--- src/hw/rtl/mlsu_pkg.sv ---
package mlsu_pkg;

   localparam int MEM_BYTES = 4096;
   localparam int LANES     = 4;
   localparam int ROWS      = MEM_BYTES / LANES;
   localparam int ROW_W     = $clog2(ROWS);
   localparam int QDEPTH    = 2;
   localparam int QPTR_W    = $clog2(QDEPTH);
   localparam int QCNT_W    = $clog2(QDEPTH + 1);

   localparam logic [31:0] MEM_START_RESET = 32'h1001_0000;

   localparam logic [2:0] FUNC_LB = 3'd0;
   localparam logic [2:0] FUNC_LH = 3'd1;
   localparam logic [2:0] FUNC_LW = 3'd2;
   localparam logic [2:0] FUNC_SB = 3'd3;
   localparam logic [2:0] FUNC_SH = 3'd4;
   localparam logic [2:0] FUNC_SW = 3'd5;

   typedef enum logic [1:0] {
      SIZE_BYTE,
      SIZE_HALF,
      SIZE_WORD
   } size_type;

   typedef enum logic [0:0] {
      BK_CLEAR,
      BK_RUN
   } back_state_type;

   // one classified access, as queued between front and back
   typedef struct packed {
      logic                             is_load;
      logic                             is_store;
      logic                             fault;
      size_type                         size;
      logic [1:0]                       rot;
      logic [LANES-1:0]                 byte_en;
      logic [LANES-1:0][ROW_W-1:0]      row;
      logic [LANES-1:0][7:0]            wdata;
      logic [4:0]                       dest_reg;
   } entry_type;

   function automatic logic [2:0] size_bytes(input size_type size);
      logic [2:0] n;
      unique case (size)
         SIZE_BYTE: n = 3'd1;
         SIZE_HALF: n = 3'd2;
         SIZE_WORD: n = 3'd4;
         default:   n = 3'd1;
      endcase
      return n;
   endfunction

endpackage

--- src/hw/rtl/mlsu_front.sv ---
module mlsu_front (
   input  logic                clock,
   input  logic                reset,
   input  logic                req_valid,
   output logic                req_stall,
   input  logic [2:0]          req_func,
   input  logic [31:0]         req_instruction,
   input  logic [31:0]         req_base_value,
   input  logic [31:0]         req_store_value,
   input  logic                csr_wr_en,
   input  logic [31:0]         csr_wr_data,
   input  logic                clear_busy,
   input  logic                q_full,
   output logic                q_push,
   output mlsu_pkg::entry_type q_entry
);

   logic        valid_ff, valid_in;
   logic [31:0] addr_ff, sval_ff, mem_start_ff;
   logic [2:0]  func_ff;
   logic [4:0]  target_ff;
   logic        accept;

   logic                 is_load, is_store, valid_op, misalign, bad;
   mlsu_pkg::size_type   size;
   logic [2:0]           nbytes;
   logic [31:0]          moff;
   logic [1:0]           rot, lane_off;

   assign req_stall = clear_busy || (valid_ff && q_full);
   assign accept    = req_valid && !req_stall;
   assign q_push    = valid_ff && !q_full;

   always_comb begin
      valid_in = valid_ff;
      if (accept) begin
         valid_in = 1'b1;
      end else if (q_push) begin
         valid_in = 1'b0;
      end
   end

   always_ff @(posedge clock) begin
      if (reset) begin
         valid_ff     <= 1'b0;
         mem_start_ff <= mlsu_pkg::MEM_START_RESET;
      end else begin
         valid_ff <= valid_in;
         if (csr_wr_en) begin
            mem_start_ff <= csr_wr_data;
         end
      end
   end

   // effective address is formed here, range check in the next cycle
   always_ff @(posedge clock) begin
      if (accept) begin
         addr_ff   <= req_base_value + {{16{req_instruction[15]}}, req_instruction[15:0]};
         func_ff   <= req_func;
         target_ff <= req_instruction[20:16];
         sval_ff   <= req_store_value;
      end
   end

   always_comb begin
      is_load  = 1'b0;
      is_store = 1'b0;
      size     = mlsu_pkg::SIZE_BYTE;
      unique case (func_ff)
         mlsu_pkg::FUNC_LB: begin is_load  = 1'b1; size = mlsu_pkg::SIZE_BYTE; end
         mlsu_pkg::FUNC_LH: begin is_load  = 1'b1; size = mlsu_pkg::SIZE_HALF; end
         mlsu_pkg::FUNC_LW: begin is_load  = 1'b1; size = mlsu_pkg::SIZE_WORD; end
         mlsu_pkg::FUNC_SB: begin is_store = 1'b1; size = mlsu_pkg::SIZE_BYTE; end
         mlsu_pkg::FUNC_SH: begin is_store = 1'b1; size = mlsu_pkg::SIZE_HALF; end
         mlsu_pkg::FUNC_SW: begin is_store = 1'b1; size = mlsu_pkg::SIZE_WORD; end
         default: begin end
      endcase
      valid_op = is_load || is_store;
      nbytes   = mlsu_pkg::size_bytes(size);
      moff     = addr_ff - mem_start_ff;
      unique case (size)
         mlsu_pkg::SIZE_HALF: misalign = addr_ff[0];
         mlsu_pkg::SIZE_WORD: misalign = |addr_ff[1:0];
         default:             misalign = 1'b0;
      endcase
      bad = (moff > (32'(mlsu_pkg::MEM_BYTES) - {29'd0, nbytes})) || misalign;
      rot = moff[1:0];

      q_entry.is_load  = is_load;
      q_entry.is_store = is_store;
      q_entry.fault    = valid_op && bad;
      q_entry.size     = size;
      q_entry.rot      = rot;
      q_entry.dest_reg = is_load ? target_ff : 5'd0;
      // an unaligned window start spreads the access over two rows
      for (int l = 0; l < mlsu_pkg::LANES; l++) begin
         lane_off           = 2'(l) - rot;
         q_entry.byte_en[l] = valid_op && ({1'b0, lane_off} < nbytes);
         q_entry.row[l]     = moff[mlsu_pkg::ROW_W+1:2]
                              + mlsu_pkg::ROW_W'(2'(l) < rot);
         q_entry.wdata[l]   = sval_ff[8*lane_off +: 8];
      end
   end

endmodule

--- config.mk ---
export PLATFORM = sky130hd
export DESIGN_NAME = mlsu_front
export DESIGN_NICKNAME = d
export VERILOG_FILES = /design/src/hw/rtl/mlsu_pkg.sv /design/src/hw/rtl/mlsu_front.sv
export SDC_FILE = /design/constraint.sdc
export NUM_CORES = 1
export LEC_CHECK = 0
export ABC_AREA = 1
export BUFFER_PORTS_ARGS = -buffer_cell sky130_fd_sc_hd__buf_4
export CORE_AREA = 2 2 167 169
export DETAILED_ROUTE_END_ITERATION = 16
export DIE_AREA = 0 0 169 171
export PLACE_DENSITY_LB_ADDON = 0.25
export SYNTH_ARGS = -nofsm -noshare
export SYNTH_HDL_FRONTEND = slang
export SYNTH_SLANG_ARGS = --single-unit
--- constraint.sdc ---
create_clock -name clock -period 5.6 [get_ports clock]
set_input_delay 0.56 -clock clock [delete_from_list [all_inputs] [get_ports clock]]
set_output_delay 0.56 -clock clock [all_outputs]
set_load 0.005 [all_outputs]
==> reports/qor.txt, run 1 <==
Most used DFF post-synth -> edfxtp_1
worst reg-to-reg setup slack -> 3350 ps
hold_sp -> req_store_value[2]
Final Instance Count excl. Fillers -> 1920
Cells after Synth -> 1359
Buffers & Inverters on Critical Path -> 4
drt initial violations -> 514
fin worst setup slack -> 1320 ps
CTS tree -> yes
Clock Latency Late Sink -> 360 ps
Ys Warns -> 0
CP cell instances -> inv_1 -> ha_2 -> fa_1 -> inv_1 -> ha_1 -> ha_1 -> inv_1 -> nor3_1 -> nand2_1 -> nor2_1 -> xor2_1 -> buf_4
Die Area -> 0.0289 mm²
critical path required time -> 5040 ps
final WL -> 25.5 mm
setup bufs post-CTS -> 0
CTS H-tree lvls -> 3
setup TNS -> 0 ps
critical path launch point type -> register
Seq pwr share -> 31.3%
CP most frequent cell -> inv_1
Max VDD drop -> 146 µV
Max-slew headroom -> 32.3%
clock-pin slew on the worst setup and hold paths -> 80 ps
Sw Ratio -> 37.5%
Worst Hold Endpoint -> sval_ff[2]
Ports -> 227
arrival time of the worst setup path -> 3720 ps
syn_nets -> 1579
Slew Limit Fails -> 0
worst reg2reg path depth -> 4
P_int -> 1.83 mW
CP max FO -> 21
first-pass GRT wire length -> 41.2 mm
CTS resizes -> 0
std cell rows -> 61
Avg Cell Area, Syn -> 6.84 µm²
Post-synth EDFFs -> 72
share of layout cells above drive strength 1 -> 15.9%
Post-Place Cells -> 1904
Core Region -> 0.0273 mm²
Setup CP Type -> register to primary output
final core occ -> 42.5%
asr flop ratio synth -> 0%
# port buffers -> 215
FMAX -> 0.233 GHz
Setup crit end kind -> primary output
Distinct cells, synth -> 37
Pwr Density -> 252 mW/mm²
grt ovf -> 0
Final min period -> 4280 ps
DRC Markers -> 0
vias in the first global route -> 8438
FF-to-FF End -> sval_ff[19]
max incr delay on CP -> 660 ps
P_leak -> 6.15 nW
fill cell count -> 2906
largest net degree at the start of global routing -> 55
Slew @ Worst Pin -> 1010 ps
Total Power -> 2.92 mW
Clock Power Share -> 22.6%
register area share after synthesis -> 30.4%
synthesized area -> 0.00930 mm²
period utilization -> 76.5%
Placed Area -> 0.0113 mm²
vias -> 9002
max_cap viols -> 0
post-route ant nets -> 0
Final Instance Area -> 0.0116 mm²
drt first pass iters -> 6
reg2reg start -> valid_ff
Vias/cell -> 4.69
RD Place Congestion -> 0.882
outcome -> complete, no violations
combinational fraction of design power -> 46.1%
Layout area overhead -> 24.8%
Total GRT Usage -> 17.8%
Hold WS -> 368 ps
Root Buffer -> clkbuf_16
skew final -> 11.9 ps
Initial Util -> 34.0%
Setup Viol. Count Final -> 0
FF+latch count, synth -> 105
worst hold path class -> primary input to register
Sink Count -> 105
CP max-delay cell -> fa_1
Fin. Hold Viols -> 0
WL/cell -> 13.3 µm
unrepaired setup endpoints after global routing -> false
Nets -> 1789
die width -> 169 µm
Hold Buf Count CTS -> 0
switching power -> 1.10 mW
n_diodes -> 0
hold depth -> 1
delay-heaviest family, CP -> adder cells
Die Y -> 171 µm
initial antenna violation count -> 0
CTS Buf Count -> 9
dpl ws -> 1650 ps
maximum clock path buffer count -> 2
post-DP HPWL -> 21.6 mm
-- power groups by stage --
stage,clock network (mW),registers [mW],logic [mW]
after floorplan,0,0.927,0.809
after global placement,0,0.931,1.34
after detailed placement,0,0.932,1.35
after CTS,0.679,0.915,1.36
after global routing,0.703,0.920,1.52
final,0.659,0.915,1.35
-- flip-flops by register name, summed over array words and instances, names as in the netlist --
name and cells:
target_ff 5, func_ff 3, addr_ff 32, sval_ff 32, mem_start_ff 32, valid_ff 1
-- worst register-to-register path, cell delays in order, from the launching register on --
cell and delay [ps]:
dfxtp_1 320, nand2_1 70, nand2_1 100, nor2_4 770, buf_4 590
-- layer usage --
metal	vias up	routed length, µm	global-route usage (%)
met3	25	975	1.99
li1	4778	-	-
met5	-	0	0
met1	4008	12200	23.4
met2	191	11800	31.0
met4	0	489	5.17
-- cell families (layout without fill, tap and decap cells) --
logic type | after synthesis | in the layout | share of synthesized area [%]
buf+inv | 281 | 496 | 11.5
mux | 32 | 32 | 3.44
flops | 105 | 105 | 30.4
fa+ha+maj | 83 | 83 | 11.3
simple gates | 602 | 602 | 26.3
compound gates | 199 | 199 | 11.7
xor+xnor | 57 | 57 | 5.45
-- cell type report --
cell class	count	area [µm²]	share of cell area, %
clock inverters	6	76.3	0.658
multi-input cells	973	5420	46.7
inverters	262	983	8.48
repair buffers	218	1640	14.1
clock buffers	10	229	1.97
flip-flops and latches	105	2820	24.3
well taps	346	433	3.73
-- worst max-delay path by stage --
stage,from,to,slack [ps],cells after the start
after global routing,addr_ff[0],q_entry[85],990,16
final,addr_ff[0],q_entry[64],1320,12
after global placement,addr_ff[0],q_entry[85],1750,16
after detailed placement,addr_ff[0],q_entry[85],1650,16
after CTS,addr_ff[0],q_entry[85],1260,16
after floorplan,q_full,addr_ff[0],1390,3
-- layout by cell type, fill, tap and decap left out, types with 7 or more instances in the layout --
master / n
nand3_1: 54
ha_1: 80
nand4_1: 18
xnor2_1: 8
a21o_1: 8
inv_1: 260
mux2i_1: 32
nand2_1: 394
o21bai_1: 7
a21oi_1: 86
o21ai_0: 79
dfxtp_1: 33
clkbuf_16: 9
a31oi_1: 7
buf_4: 218
edfxtp_1: 72
nor2_1: 106
xor2_1: 48
nor3_1: 9
-- cell usage after synthesis, drive strengths merged (8+ instances only) --
library cell  count  share of area [%]
inv             262                 11
xnor2             9               0.93
ha               81                 11
buf               8               0.44
edfxtp           72                 23
a21o              8               0.65
xor2             48                4.5
clkbuf           11               0.44
nand3            54                2.9
a21oi            86                4.6
mux2i            32                3.4
dfxtp            33                7.1
o21ai            80                4.3
nand4            18                1.2
nor2            109                4.5
nand2           400                 16
nor3             11               0.70
No activity file was read; power rests on OpenSTA's default activity.
==> run 2, diff against run 1 <==
clock period = 3.7 ns   (was 5.6 ns; I/O delays follow)
==> reports/qor.txt, run 2 (synthesis gave the netlist of run 1 again) <==
outcome -> complete, no violations
Layout area overhead -> 25.2%
WL/cell -> 13.4 µm (+0.45%)
combinational fraction of design power -> 46.8% (+0.7 points)
Clock Latency Late Sink -> 360 ps (about the same)
final WL -> 25.7 mm (+0.77%)
worst reg-to-reg setup slack -> 2340 ps (-1010 ps)
setup TNS -> 0 ps (unchanged)
Setup CP Type -> register to primary output
Sw Ratio -> 37.9% (+0.37 points)
commonest non-fill, non-tap cell in the layout -> nand2_1
post-route ant nets -> 0 (unchanged)
commonest cells after routing, fill and taps aside -> nand2_1 (394), inv_1 (259), buf_4 (223)
Sink Count -> 105 (unchanged)
Hold Buf Count CTS -> 0 (unchanged)
skew final -> 9.47 ps (-2.47 ps)
n_diodes -> 0 (unchanged)
Pwr Density -> 378 mW/mm² (+50%)
critical path launch point type -> register
switching power -> 1.67 mW (+52%)
std cell rows -> 61 (unchanged)
grt ovf -> 0 (unchanged)
final core occ -> 42.6% (+0.16 points)
share of layout cells above drive strength 1 -> 16.3% (+0.38 points)
# port buffers -> 215 (unchanged)
Root Buffer -> clkbuf_16
Total Power -> 4.40 mW (+51%)
critical path required time -> 3330 ps (-1710 ps)
Die Area -> 0.0289 mm² (unchanged)
FMAX -> 0.296 GHz
CTS tree -> yes
Ports -> 227 (unchanged)
post-DP HPWL -> 21.5 mm (-0.59%)
clock-pin slew on the worst setup and hold paths -> 80 ps (about the same)
period utilization -> 91.4%
setup bufs post-CTS -> 0 (unchanged)
Fin. Hold Viols -> 0 (unchanged)
Total GRT Usage -> 17.9% (+0.11 points)
Setup crit end kind -> primary output
Max-slew headroom -> 46.2% (+14 points)
dpl ws -> 557 ps (-1090 ps)
vias -> 9046 (+0.49%)
Largest regs -> addr_ff x32, mem_start_ff x32, sval_ff x32
initial antenna violation count -> 0 (unchanged)
vias in the first global route -> 8515 (+0.91%)
CP max FO -> 18 (-14%)
Post-Place Cells -> 1910 (+0.32%)
CTS resizes -> 0 (unchanged)
drt initial violations -> 549 (+6.8%)
arrival time of the worst setup path -> 3010 ps (-710 ps)
Clock Power Share -> 21.7% (-0.9 points)
Core Region -> 0.0273 mm² (unchanged)
die width -> 169 µm (unchanged)
Nets -> 1795 (+0.34%)
Initial Util -> 34.0% (unchanged)
Max VDD drop -> 236 µV (+62%)
Vias/cell -> 4.70 (+0.18%)
DRC Markers -> 0 (unchanged)
Die Y -> 171 µm (unchanged)
CTS Buf Count -> 9 (unchanged)
drt first pass iters -> 7 (+1)
largest net degree at the start of global routing -> 73 (+33%)
RD Place Congestion -> 0.859 (-2.5%)
maximum clock path buffer count -> 2 (unchanged)
first-pass GRT wire length -> 41.6 mm (+1.1%)
fin worst setup slack -> 317 ps (-1000 ps)
max_cap viols -> 0 (unchanged)
Slew @ Worst Pin -> 807 ps (-207 ps)
worst hold path class -> primary input to register
Final min period -> 3380 ps
Final Instance Count excl. Fillers -> 1926 (+0.31%)
Setup Viol. Count Final -> 0 (unchanged)
unrepaired setup endpoints after global routing -> false
CTS H-tree lvls -> 3 (unchanged)
Seq pwr share -> 31.5% (+0.2 points)
P_int -> 2.73 mW (+50%)
P_leak -> 6.18 nW (+0.48%)
Slew Limit Fails -> 0 (unchanged)
==> run 2: power groups by stage <==
stage	registers, mW	clock network [mW]	logic (mW)
floorplan	1.40	0	1.23
global route	1.39	1.03	2.33
CTS	1.38	0.982	2.07
finish	1.38	0.954	2.06
detailed placement	1.41	0	2.06
global placement	1.41	0	2.05
==> run 2: per-stage QoR <==
step                hold WS [ps]  instance area (µm²)
CTS                          162                11600
global placement             449                11400
global route                 163                11600
finish                       174                11600
floorplan                    437                 9300
detailed placement           456                11400
==> run 2: critical path: stages, from the launching register on <==
cell and delay (ps):
edfxtp_1 400, inv_1 100, ha_2 190, fa_1 440, buf_4 220, ha_1 200
inv_1 50, ha_1 180, ha_1 190, nand2_1 100, nor3_2 190, nand2_1 90
xor2_1 150, buf_4 140
==> run 2: final cells by class <==
| class | count | area [µm²] |
|---|---|---|
| fillers | 2870 | 15700 |
| multi-input cells | 973 | 5430 |
| flip-flops and latches | 105 | 2820 |
| repair buffers | 224 | 1690 |
| inverters | 262 | 983 |
| well taps | 346 | 433 |
| clock buffers | 12 | 246 |
| clock inverters | 4 | 37.5 |
==> run 2: final timing paths <==
check             depth (start not counted)         endpoint           startpoint
setup / recovery                         13      q_entry[45]           addr_ff[0]
hold / removal                            1      sval_ff[26]  req_store_value[26]
setup reg to reg                          4      sval_ff[21]             valid_ff
hold reg to reg                           2  mem_start_ff[2]      mem_start_ff[2]
==> run 2: per-layer routing <==
layer	wire length [µm]	part of all wire (%)	GRT usage, %
met5	0	0	0
met4	231	0.90	3.57
met3	1050	4.1	1.71
met2	12000	47	31.3
met1	12400	48	24.2
