## src/hw/rtl/mlsu_pkg.sv

```systemverilog
package mlsu_pkg;

   localparam int MEM_BYTES = 4096;
   localparam int LANES     = 4;
   localparam int ROWS      = MEM_BYTES / LANES;
   localparam int ROW_W     = $clog2(ROWS);
   localparam int QDEPTH    = 2;
   localparam int QPTR_W    = $clog2(QDEPTH);
   localparam int QCNT_W    = $clog2(QDEPTH + 1);

   localparam logic [31:0] MEM_START_RESET = 32'h1001_0000;

   localparam logic [2:0] FUNC_LB = 3'd0;
   localparam logic [2:0] FUNC_LH = 3'd1;
   localparam logic [2:0] FUNC_LW = 3'd2;
   localparam logic [2:0] FUNC_SB = 3'd3;
   localparam logic [2:0] FUNC_SH = 3'd4;
   localparam logic [2:0] FUNC_SW = 3'd5;

   typedef enum logic [1:0] {
      SIZE_BYTE,
      SIZE_HALF,
      SIZE_WORD
   } size_type;

   typedef enum logic [0:0] {
      BK_CLEAR,
      BK_RUN
   } back_state_type;

   // one classified access, as queued between front and back
   typedef struct packed {
      logic                             is_load;
      logic                             is_store;
      logic                             fault;
      size_type                         size;
      logic [1:0]                       rot;
      logic [LANES-1:0]                 byte_en;
      logic [LANES-1:0][ROW_W-1:0]      row;
      logic [LANES-1:0][7:0]            wdata;
      logic [4:0]                       dest_reg;
   } entry_type;

   function automatic logic [2:0] size_bytes(input size_type size);
      logic [2:0] n;
      unique case (size)
         SIZE_BYTE: n = 3'd1;
         SIZE_HALF: n = 3'd2;
         SIZE_WORD: n = 3'd4;
         default:   n = 3'd1;
      endcase
      return n;
   endfunction

endpackage

```

## src/hw/rtl/mlsu_queue.sv

```systemverilog
module mlsu_queue (
   input  logic                clock,
   input  logic                reset,
   input  logic                push,
   input  mlsu_pkg::entry_type push_entry,
   input  logic                pop,
   output mlsu_pkg::entry_type head,
   output logic                full,
   output logic                empty
);

   mlsu_pkg::entry_type                entries_ff [mlsu_pkg::QDEPTH];
   logic [mlsu_pkg::QPTR_W-1:0]        wr_ptr_ff, wr_ptr_in, rd_ptr_ff, rd_ptr_in;
   logic [mlsu_pkg::QCNT_W-1:0]        count_ff, count_in;

   assign full  = (count_ff == mlsu_pkg::QCNT_W'(mlsu_pkg::QDEPTH));
   assign empty = (count_ff == '0);
   assign head  = entries_ff[rd_ptr_ff];

   always_comb begin
      wr_ptr_in = wr_ptr_ff;
      rd_ptr_in = rd_ptr_ff;
      count_in  = count_ff;
      if (push) begin
         wr_ptr_in = (wr_ptr_ff == mlsu_pkg::QPTR_W'(mlsu_pkg::QDEPTH - 1)) ? '0
                     : wr_ptr_ff + 1'b1;
      end
      if (pop) begin
         rd_ptr_in = (rd_ptr_ff == mlsu_pkg::QPTR_W'(mlsu_pkg::QDEPTH - 1)) ? '0
                     : rd_ptr_ff + 1'b1;
      end
      if (push && !pop) begin
         count_in = count_ff + 1'b1;
      end else if (pop && !push) begin
         count_in = count_ff - 1'b1;
      end
   end

   always_ff @(posedge clock) begin
      if (reset) begin
         wr_ptr_ff <= '0;
         rd_ptr_ff <= '0;
         count_ff  <= '0;
      end else begin
         wr_ptr_ff <= wr_ptr_in;
         rd_ptr_ff <= rd_ptr_in;
         count_ff  <= count_in;
      end
   end

   always_ff @(posedge clock) begin
      if (push) begin
         entries_ff[wr_ptr_ff] <= push_entry;
      end
   end

endmodule

```

## config.mk

```make
export PLATFORM = sky130hd
export DESIGN_NAME = mlsu_queue
export DESIGN_NICKNAME = d
export VERILOG_FILES = /design/src/hw/rtl/mlsu_pkg.sv /design/src/hw/rtl/mlsu_queue.sv
export SDC_FILE = /design/constraint.sdc
export NUM_CORES = 1
export LEC_CHECK = 0
export ABC_AREA = 0
export BUFFER_PORTS_ARGS = -buffer_cell sky130_fd_sc_hd__buf_4
export CAP_MARGIN = 20
export CORE_MARGIN = 2
export CORE_UTILIZATION = 47
export DETAILED_ROUTE_END_ITERATION = 6
export PLACE_DENSITY_LB_ADDON = 0.25
export SLEW_MARGIN = 25
export SYNTH_ARGS = -nofsm -noshare
export SYNTH_HDL_FRONTEND = slang
export SYNTH_SLANG_ARGS = --single-unit
```

## constraint.sdc

```tcl
create_clock -name clock -period 5.15 [get_ports clock]
set_clock_uncertainty 0.2 [all_clocks]
set_input_delay 1.03 -clock clock [delete_from_list [all_inputs] [get_ports clock]]
set_output_delay 1.03 -clock clock [all_outputs]
set_load 0.01 [all_outputs]
```

==> implementation parameters, run 1 <==
Parameter                              Value

Detailed routing
  Antenna viol nets, final ... 0
  Final wirelength ... 11.1 mm
  Total DRC errors in the routed layout ... 0
  Total iterations of the first detailed-routing run ... 4
  Detailed-route via count ... 3285
  Average vias per placed instance ... 4.81
  Average detailed-routed wire length per instance ... 16.3 µm
  Violation count after the first detailed-route iteration ... 183

Synth
  Number of distinct library cell variants in the gate-level netlist after synthesis ... 16
  Yosys warning total ... 0
  Top cells by area, synth ... sky130_fd_sc_hd__edfxtp_1, sky130_fd_sc_hd__mux2_2, sky130_fd_sc_hd__mux2_4
  Average instance area after synthesis ... 22.4 µm²
  Simple-gate share of the synthesized area ... 0.00660
  Combinational family with the most area after synthesis ... multiplexers
  Adder and majority cell fraction of the synthesized area ... 0.00189
  #FFs+latches synth ... 181
  Top-area cell type share of the netlist area ... 0.797
  Mapped Area ... 6630 µm²
  Share of the synthesized area in compound gates (AO/OA/AOI/OAI) ... 0.00151
  Share of synthesized area occupied by flip-flops and latches ... 0.812
  Share of the synthesized netlist area taken by xor and xnor gates ... 0.00528
  Cell type contributing the most total cell area after synthesis ... sky130_fd_sc_hd__edfxtp_1
  Mux share of post-synthesis cell area ... 0.161
  Synth Net Count ... approximately 400
  Mapped Cells ... 296

Layout
  Antenna diodes ... 0
  Final Core Density ... 0.641
  Commonest non-fill, non-tap cells in the layout ... sky130_fd_sc_hd__buf_4, sky130_fd_sc_hd__edfxtp_1, sky130_fd_sc_hd__mux2_2, sky130_fd_sc_hd__mux2_4, sky130_fd_sc_hd__clkbuf_16
  Ratio of cells with drive above 1 in the final layout ... 0.602
  Post-synthesis to final-layout area growth ... 33.6%
  Total number of nets in the final design ... 585
  Commonest non-fill, non-tap cell in the layout ... sky130_fd_sc_hd__buf_4

Setup path
  Crit-path leading delay family ... buffers and inverters
  Sort of element at the start of the critical path ... register
  Critical path fanouts, max ... 36
  Data arrival, critical path ... 2070 ps
  Worst path slowest cell ... sky130_fd_sc_hd__dfxtp_4
  CP Data Required Time ... 3920 ps
  CP Cell Sequence ... buf_4, mux2_2, buf_4
  Type of element capturing the critical path ... output port
  Buf+Inv Stages, Crit Path ... 2
  Delay of the slowest critical-path stage ... 570 ps
  CP most frequent cell ... sky130_fd_sc_hd__buf_4
  Critical path class ... register to output port

Placement
  PortBufs ... 181
  Worst setup timing slack at the placement stage ... 2220 ps
  DP HPWL ... about 7.4 mm
  Routability cong. ... slightly above 0.7

Floorplanning
  Die X ... about 120 µm
  Effective utilization at floorplan ... 0.480
  Placement row count ... 43
  Number of I/O pins ... 182
  Core region area ... 13800 µm²
  Floorplan die area ... 15100 µm²
  Vert. Die Dim ... 123 µm

Global route
  Pin count of the biggest net entering global routing ... 78
  Most utilized layer in the global route result ... met2
  Global-route wire length before repair ... 16.6 mm
  Number of antenna violations at the first check in global routing ... 0
  Global-route track usage on met2 ... 0.232
  Met1 Track Usage GR ... 0.186
  Number of global-route vias before repair ... around 3.4k
  GRT Total Usage ... 0.151
  Met3 track demand over resource in global routing ... 0.0651
  Overflow left after global routing ... 0

STA
  Worst slew margin relative to its limit ... 0.638
  Final period utilization ... 0.642
  Minimum clock period after layout ... between 3000 and 4000 ps
  Achievable Freq ... approximately 300 MHz
  Final count of negative-setup-slack endpoints ... 0
  Final count of hold timing violations ... 0
  Worst path setup slack after routing ... between 1500 and 2000 ps
  Final-layout setup total negative slack ... 0 ps
  Least-Margin Pin Slew ... 543 ps
  Setup repair after global routing missed its margin ... false
  Worst hold slack ... 320 ps
  Max-slew violations ... 0

Power
  Highest ir drop seen on vdd ... around 0.26 mV
  Static leakage ... 3.36 nW
  Power Dens Cells ... 395 nW/µm²

Clock tree
  Root Buffer ... sky130_fd_sc_hd__clkbuf_16
  Post-CTS Setup Bufs ... 0
  CTS H-tree depth ... 4
  CTS tree ... yes
  Clock network latency to the later pin of the worst-skew pair ... 410 ps
  Post-CTS sizing ... 0
  Longest Clk Path Bufs ... 2
  Number of clock buffers inserted by TritonCTS ... 17
  Clk pin slew, worst setup/hold paths ... 60 ps
  Hold-fix buffers at CTS ... 0
  # clock sinks ... 181

Status
  Outcome ... completed

Run
  Max-cap violation count ... 0

Hold path
  Path class of the lowest-slack min-delay path ... register to register
## final timing paths
path	from	slack [ps]	to	depth (start not counted)
min reg2reg	rd_ptr_ff$_SDFFE_PP0P_	320	register	2
min	rd_ptr_ff$_SDFFE_PP0P_	320	register	2
max reg2reg	wr_ptr_ff$_SDFFE_PP0P_	3100	entries_ff[1][59]$_DFFE_PP_	3
max	register	1850	head[2]	3
## report_power, final
group | leakage, nW | internal, mW | switching [mW] | total [mW]
combinational | 1.38 | 0.238 | 0.184 | 0.422
sequential | 1.69 | 1.72 | 0.0283 | 1.75
clock | 0.288 | 0.850 | 0.484 | 1.33
## routing by layer
layer	share of wire	routed length, µm
met3	0.093	1030
met2	0.48	5310
met5	0	0
met4	0.018	201
met1	0.41	4590
## cells by family after synthesis
group	count (synthesis)
buffers and inverters	11
AOI/OAI and AO/OA	2
adders and majority gates	1
DFF	181
muxes	88
xor gates and xnor gates	4
and+or+nand+nor	9
## synthesized netlist by cell type (all sizes together)
master,n
edfxtp,176
ha,1
nor2,5
xor2,2
dfxtp,5
xnor2,2
o21ai,1
a21oi,1
and2,1
inv,1
or3,1
buf,10
nor2b,2
mux2,88
## registers in the layout, summed over array words and instances, names as in the netlist, named ones only
register    cells
entries_ff    176
count_ff        2
rd_ptr_ff       1
wr_ptr_ff       1
## stage by stage
step,instance area (µm²),total power [mW],cells
3_5_place_dp,8220,2.21,652
4_1_cts,8840,3.54,682
2_1_floorplan,6630,1.99,296
5_1_grt,8860,3.63,683
3_3_place_gp,8200,2.19,651
6_report,8860,3.50,683
## worst reg2reg max path, cell delays in order (launching register included)
cell	delay (ps)
sky130_fd_sc_hd__dfxtp_1	420
sky130_fd_sc_hd__and2_4	530
sky130_fd_sc_hd__buf_12	330
sky130_fd_sc_hd__buf_4	270
## area by class of cell
class / instances / area [µm²]
inverter: 1 / 3.75
clock buffer: 19 / 433
tap: 180 / 225
clock inverter: 11 / 184
fill: 969 / 4970
multi-input combinational: 104 / 1180
timing repair buffer: 187 / 1450
sequential: 181 / 5390
Power figures use the tool's default switching activity.
==> inputs of run 2 (changes only) <==
==> constraint.sdc (replaced) <==
create_clock -name clock -period 2.75 [get_ports clock]
set_clock_uncertainty 0.2 [all_clocks]
set_input_delay 0.55 -clock clock [delete_from_list [all_inputs] [get_ports clock]]
set_output_delay 0.55 -clock clock [all_outputs]
set_load 0.01 [all_outputs]
==> implementation parameters, run 2 (same netlist as run 1, synthesis figures left out) <==
Parameter                              Value

Status
  Outcome ... completed

Placement
  Routability cong. ... 0.702
  Worst setup timing slack at the placement stage ... 749 ps
  DP HPWL ... roughly 7.6 mm
  PortBufs ... 181

Clock tree
  Longest Clk Path Bufs ... 2
  # clock sinks ... 181
  Post-CTS sizing ... 0
  Clk pin slew, worst setup/hold paths ... 70 ps
  Root Buffer ... sky130_fd_sc_hd__clkbuf_16
  Clock network latency to the later pin of the worst-skew pair ... 410 ps
  CTS tree ... yes
  Post-CTS Setup Bufs ... 0
  CTS H-tree depth ... 4
  Number of clock buffers inserted by TritonCTS ... 17
  Hold-fix buffers at CTS ... 0

STA
  Final count of hold timing violations ... 0
  Final period utilization ... 0.884
  Achievable Freq ... slightly above 400 MHz
  Max-slew violations ... 0
  Final count of negative-setup-slack endpoints ... 0
  Minimum clock period after layout ... roughly 2400 ps
  Setup repair after global routing missed its margin ... false
  Worst slew margin relative to its limit ... 0.640
  Final-layout setup total negative slack ... 0 ps
  Worst hold slack ... 112 ps
  Worst path setup slack after routing ... roughly 320 ps
  Least-Margin Pin Slew ... 540 ps

Floorplanning
  Vert. Die Dim ... 123 µm
  Effective utilization at floorplan ... 0.480
  Core region area ... 13800 µm²
  Die X ... 123 µm
  Placement row count ... 43
  Floorplan die area ... 15100 µm²
  Number of I/O pins ... between 150 and 200

Layout
  Commonest non-fill, non-tap cells in the layout ... sky130_fd_sc_hd__buf_4, sky130_fd_sc_hd__edfxtp_1, sky130_fd_sc_hd__mux2_2, sky130_fd_sc_hd__mux2_4, sky130_fd_sc_hd__clkbuf_16
  Area of the multi-input gates ... 1180 µm²
  Largest Register ... entries_ff
  Largest registers ... entries_ff (176), count_ff (2)
  Commonest non-fill, non-tap cell in the layout ... sky130_fd_sc_hd__buf_4
  Flip-flop count of the largest register, all copies and words added ... 176
  Fill cell total of the finished layout ... just under 1k
  Footprint of the flip-flops and latches ... 5390 µm²
  Total number of nets in the final design ... slightly below 600
  Post-synthesis to final-layout area growth ... 33.5%
  Ratio of cells with drive above 1 in the final layout ... 0.609
  Final Core Density ... 0.640

Detailed routing
  Average detailed-routed wire length per instance ... around 17 µm
  Average vias per placed instance ... 4.82
  Total DRC errors in the routed layout ... 0
  Violation count after the first detailed-route iteration ... 179
  Detailed-route via count ... 3311
  Total iterations of the first detailed-routing run ... 4
  Antenna viol nets, final ... 0
  Final wirelength ... 11.4 mm

Power
  Power Dens Cells ... 727 nW/µm²
  Highest ir drop seen on vdd ... roughly 0.44 mV
  PnR Total Power ... 6.44 mW
  Static leakage ... 3.34 nW

Run
  Max-cap violation count ... 0

Global route
  Met3 track demand over resource in global routing ... 0.0664
  Number of antenna violations at the first check in global routing ... 1
  Overflow left after global routing ... 0
  Number of global-route vias before repair ... between 3k and 4k
  Most utilized layer in the global route result ... met2
  Global-route wire length before repair ... 16.8 mm
  GRT Total Usage ... 0.153
  Pin count of the biggest net entering global routing ... 43
  Met1 Track Usage GR ... 0.192
  Global-route track usage on met2 ... 0.230

Setup path
  Critical path class ... register to output port
  CP Data Required Time ... ~2000 ps
  Worst path slowest cell ... sky130_fd_sc_hd__dfxtp_4
  Buf+Inv Stages, Crit Path ... 2
  Crit-path leading delay family ... flip-flops
  CP Cell Sequence ... buf_12, mux2_2, buf_4
  Type of element capturing the critical path ... output port
  Delay of the slowest critical-path stage ... 440 ps
  Sort of element at the start of the critical path ... register
  Critical path fanouts, max ... 39
  Data arrival, critical path ... around 1700 ps

Hold path
  Path class of the lowest-slack min-delay path ... input pin to register
-- run 2: cell count changes in the layout (fill, tap and decap cells not counted), sizes merged --
cell,delta
clkinvlp,+3
bufinv,-2
clkinv,+2
buf,+1
clkbuf,-1
diode,+1
-- run 2: cell type report --
cell class                 instances  share of cell area
clock buffer                      18              0.0485
inverter                           1            0.000424
tap                              180              0.0254
antenna                            1            0.000283
clock inverter                    14              0.0182
timing repair buffer             188               0.165
sequential                       181               0.609
multi-input combinational        104               0.133
-- run 2: through the flow --
step	cells	instance area [µm²]
floorplan	296	6640
global placement	654	8260
detailed placement	654	8260
CTS	686	8850
global route	686	8850
finish	687	8850
-- run 2: metal layers --
metal	up-vias	part of all wire
li1	1565	-
met1	1596	0.42
met2	135	0.47
met3	15	0.097
met4	0	0.015
met5	-	0
-- run 2: worst paths after layout --
check                                start                     endpoint  slack [ps]  cells past startpoint
hold / removal              push_entry[57]  entries_ff[0][57]$_DFFE_PP_         110                      1
hold reg to reg   count_ff[1]$_SDFFE_PP0P_     count_ff[1]$_SDFFE_PP0P_         310                      2
setup reg to reg    wr_ptr_ff$_SDFFE_PP0P_  entries_ff[1][83]$_DFFE_PP_        1090                      2
setup / recovery                  register                     head[73]         320                      3
-- run 2: where the power goes --
| part | switching, mW | leakage [nW] | internal (mW) |
|---|---|---|---|
| Combinational | 0.352 | 1.38 | 0.449 |
| Sequential | 0.0457 | 1.69 | 3.22 |
| Clock | 0.954 | 0.269 | 1.42 |
==> inputs of run 3 (changes only) <==
--- a/config.mk
+++ b/config.mk
@@ -9,7 +9,7 @@
 export BUFFER_PORTS_ARGS = -buffer_cell sky130_fd_sc_hd__buf_4
 export CAP_MARGIN = 20
 export CORE_MARGIN = 2
-export CORE_UTILIZATION = 47
+export CORE_UTILIZATION = 56
 export DETAILED_ROUTE_END_ITERATION = 6
 export PLACE_DENSITY_LB_ADDON = 0.25
 export SLEW_MARGIN = 25
==> constraint.sdc (replaced) <==
create_clock -name clock -period 2.9 [get_ports clock]
set_clock_uncertainty 0.2 [all_clocks]
set_input_delay 0.58 -clock clock [delete_from_list [all_inputs] [get_ports clock]]
set_output_delay 0.58 -clock clock [all_outputs]
set_load 0.01 [all_outputs]
==> implementation parameters, run 3 (same netlist as run 1, synthesis figures left out) <==
Parameter                              Value

STA
  Minimum clock period after layout ... 2550 ps
  Worst hold slack ... 156 ps
  Final period utilization ... 0.878
  Final count of negative-setup-slack endpoints ... 0
  Setup repair after global routing missed its margin ... false
  Worst slew margin relative to its limit ... 0.644
  Max-slew violations ... 0
  Least-Margin Pin Slew ... 535 ps
  Final count of hold timing violations ... 0
  Achievable Freq ... 393 MHz
  Final-layout setup total negative slack ... 0 ps

Layout
  Fill cell total of the finished layout ... 669
  Commonest non-fill, non-tap cells in the layout ... sky130_fd_sc_hd__buf_4, sky130_fd_sc_hd__edfxtp_1, sky130_fd_sc_hd__mux2_2, sky130_fd_sc_hd__mux2_4, sky130_fd_sc_hd__clkbuf_16
  Flip-flop count of the largest register, all copies and words added ... 176
  Largest registers ... entries_ff (176), count_ff (2)
  Area of the multi-input gates ... 1180 µm²
  Antenna diodes ... 0
  Largest Register ... entries_ff
  Footprint of the flip-flops and latches ... 5390 µm²
  Commonest non-fill, non-tap cell in the layout ... sky130_fd_sc_hd__buf_4
  Final Cell Area ... 8720 µm²
  Post-synthesis to final-layout area growth ... 31.5%
  Total number of nets in the final design ... just under 600
  Ratio of cells with drive above 1 in the final layout ... 0.603

Placement
  Routability cong. ... 0.744
  Instance area at placement ... 8190 µm²
  DP HPWL ... 7.65 mm
  PortBufs ... 181

Detailed routing
  Antenna viol nets, final ... 0
  Total iterations of the first detailed-routing run ... 4
  Total DRC errors in the routed layout ... 0
  Detailed-route via count ... ~3.4k
  Violation count after the first detailed-route iteration ... 235
  Average vias per placed instance ... between 5 and 6
  Average detailed-routed wire length per instance ... approximately 18 µm
  Final wirelength ... ~12 mm

Global route
  Number of antenna violations at the first check in global routing ... 0
  Global-route wire length before repair ... 17.8 mm
  Pin count of the biggest net entering global routing ... 89
  GRT Total Usage ... 0.186
  Overflow left after global routing ... 0
  Number of global-route vias before repair ... 3554

Power
  Highest ir drop seen on vdd ... 0.535 mV
  Power Dens Cells ... between 600 and 700 nW/µm²
  Clock group share of total power ... 0.346
  Part of the power in combinational logic ... 0.129
  Internal power ... 4.68 mW
  Net Switching ... approximately 1.2 mW
  Fraction of power spent switching nets ... 0.206
  Reg power frac ... 0.525
  Static leakage ... 3.34 nW

Status
  Outcome ... completed

Hold path
  Path class of the lowest-slack min-delay path ... input pin to register

Setup path
  CP most frequent cell ... sky130_fd_sc_hd__buf_4
  CP Data Required Time ... 2120 ps
  Data arrival, critical path ... roughly 1800 ps
  Sort of element at the start of the critical path ... register
  Delay of the slowest critical-path stage ... 440 ps
  Type of element capturing the critical path ... output port
  Critical path fanouts, max ... 33
  Critical path class ... register to output port
  Worst path slowest cell ... sky130_fd_sc_hd__buf_4
  Buf+Inv Stages, Crit Path ... 2
  Crit-path leading delay family ... buffers and inverters
  CP Cell Sequence ... buf_4, mux2_2, buf_4

Run
  Max-cap violation count ... 0

Clock tree
  Number of clock buffers inserted by TritonCTS ... 17
  # clock sinks ... 181
  CTS H-tree depth ... 4
  CTS tree ... yes
  Post-CTS sizing ... 0
  Clock network latency to the later pin of the worst-skew pair ... around 400 ps
  Post-CTS Setup Bufs ... 0
  Longest Clk Path Bufs ... 2
  Root Buffer ... sky130_fd_sc_hd__clkbuf_16
  Hold-fix buffers at CTS ... 0
  Clk pin slew, worst setup/hold paths ... ~60 ps

Floorplanning
  Floorplan die area ... 12700 µm²
  Number of I/O pins ... roughly 180
  Placement row count ... 39
  Core region area ... 11500 µm²
  Effective utilization at floorplan ... 0.578
  Die X ... 113 µm
  Vert. Die Dim ... 113 µm
[run 3: cell types whose count changed in the layout (fill, tap and decap cells not counted), sizes merged]
cell	before	now
clkinvlp	6	0
clkinv	5	4
clkbuf	18	28
diode	1	0
bufinv	3	0
[run 3: routing by layer]
metal | vias up | GRT usage | wire, µm
met5 | - | 0 | 0
met4 | 0 | 0.0772 | 113
met3 | 8 | 0.0686 | 957
met2 | 133 | 0.303 | 5930
met1 | 1663 | 0.228 | 4630
li1 | 1561 | - | -
[run 3: worst paths after layout]
path / startpoint / to / slack (ps) / depth (start not counted)
setup / recovery: register / head[72] / 350 / 3
hold / removal: push_entry[8] / entries_ff[0][8]$_DFFE_PP_ / 160 / 1
setup reg to reg: wr_ptr_ff$_SDFFE_PP0P_ / entries_ff[1][63]$_DFFE_PP_ / 1170 / 2
hold reg to reg: count_ff[1]$_SDFFE_PP0P_ / count_ff[1]$_SDFFE_PP0P_ / 300 / 2
[run 3: layout make-up]
type | instances | area share
Sequential cell | 181 | 0.618
Timing Repair Buffer | 188 | 0.165
Multi-Input combinational cell | 104 | 0.135
Clock buffer | 28 | 0.0592
Tap cell | 143 | 0.0205
Clock inverter | 4 | 0.00230
Inverter | 1 | 0.000430
[run 3: through the flow]
stage / utilization / total power [mW] / std cells / setup WS [ps]
2_1_floorplan: - / 3.52 / 296 / 360
3_3_place_gp: 0.714 / 3.89 / 617 / 805
3_5_place_dp: 0.714 / 3.92 / 617 / 770
4_1_cts: 0.761 / 5.95 / 649 / 314
5_1_grt: 0.761 / 6.09 / 649 / 269
6_report: 0.761 / 5.89 / 649 / 355
[run 3: power by group through the flow]
stage	Sequential [mW]	Combinational [mW]	Clock [mW]
5_1_grt	3.11	0.815	2.17
3_3_place_gp	3.14	0.752	0
4_1_cts	3.10	0.773	2.08
6_report	3.09	0.762	2.04
2_1_floorplan	3.14	0.386	0
3_5_place_dp	3.15	0.768	0
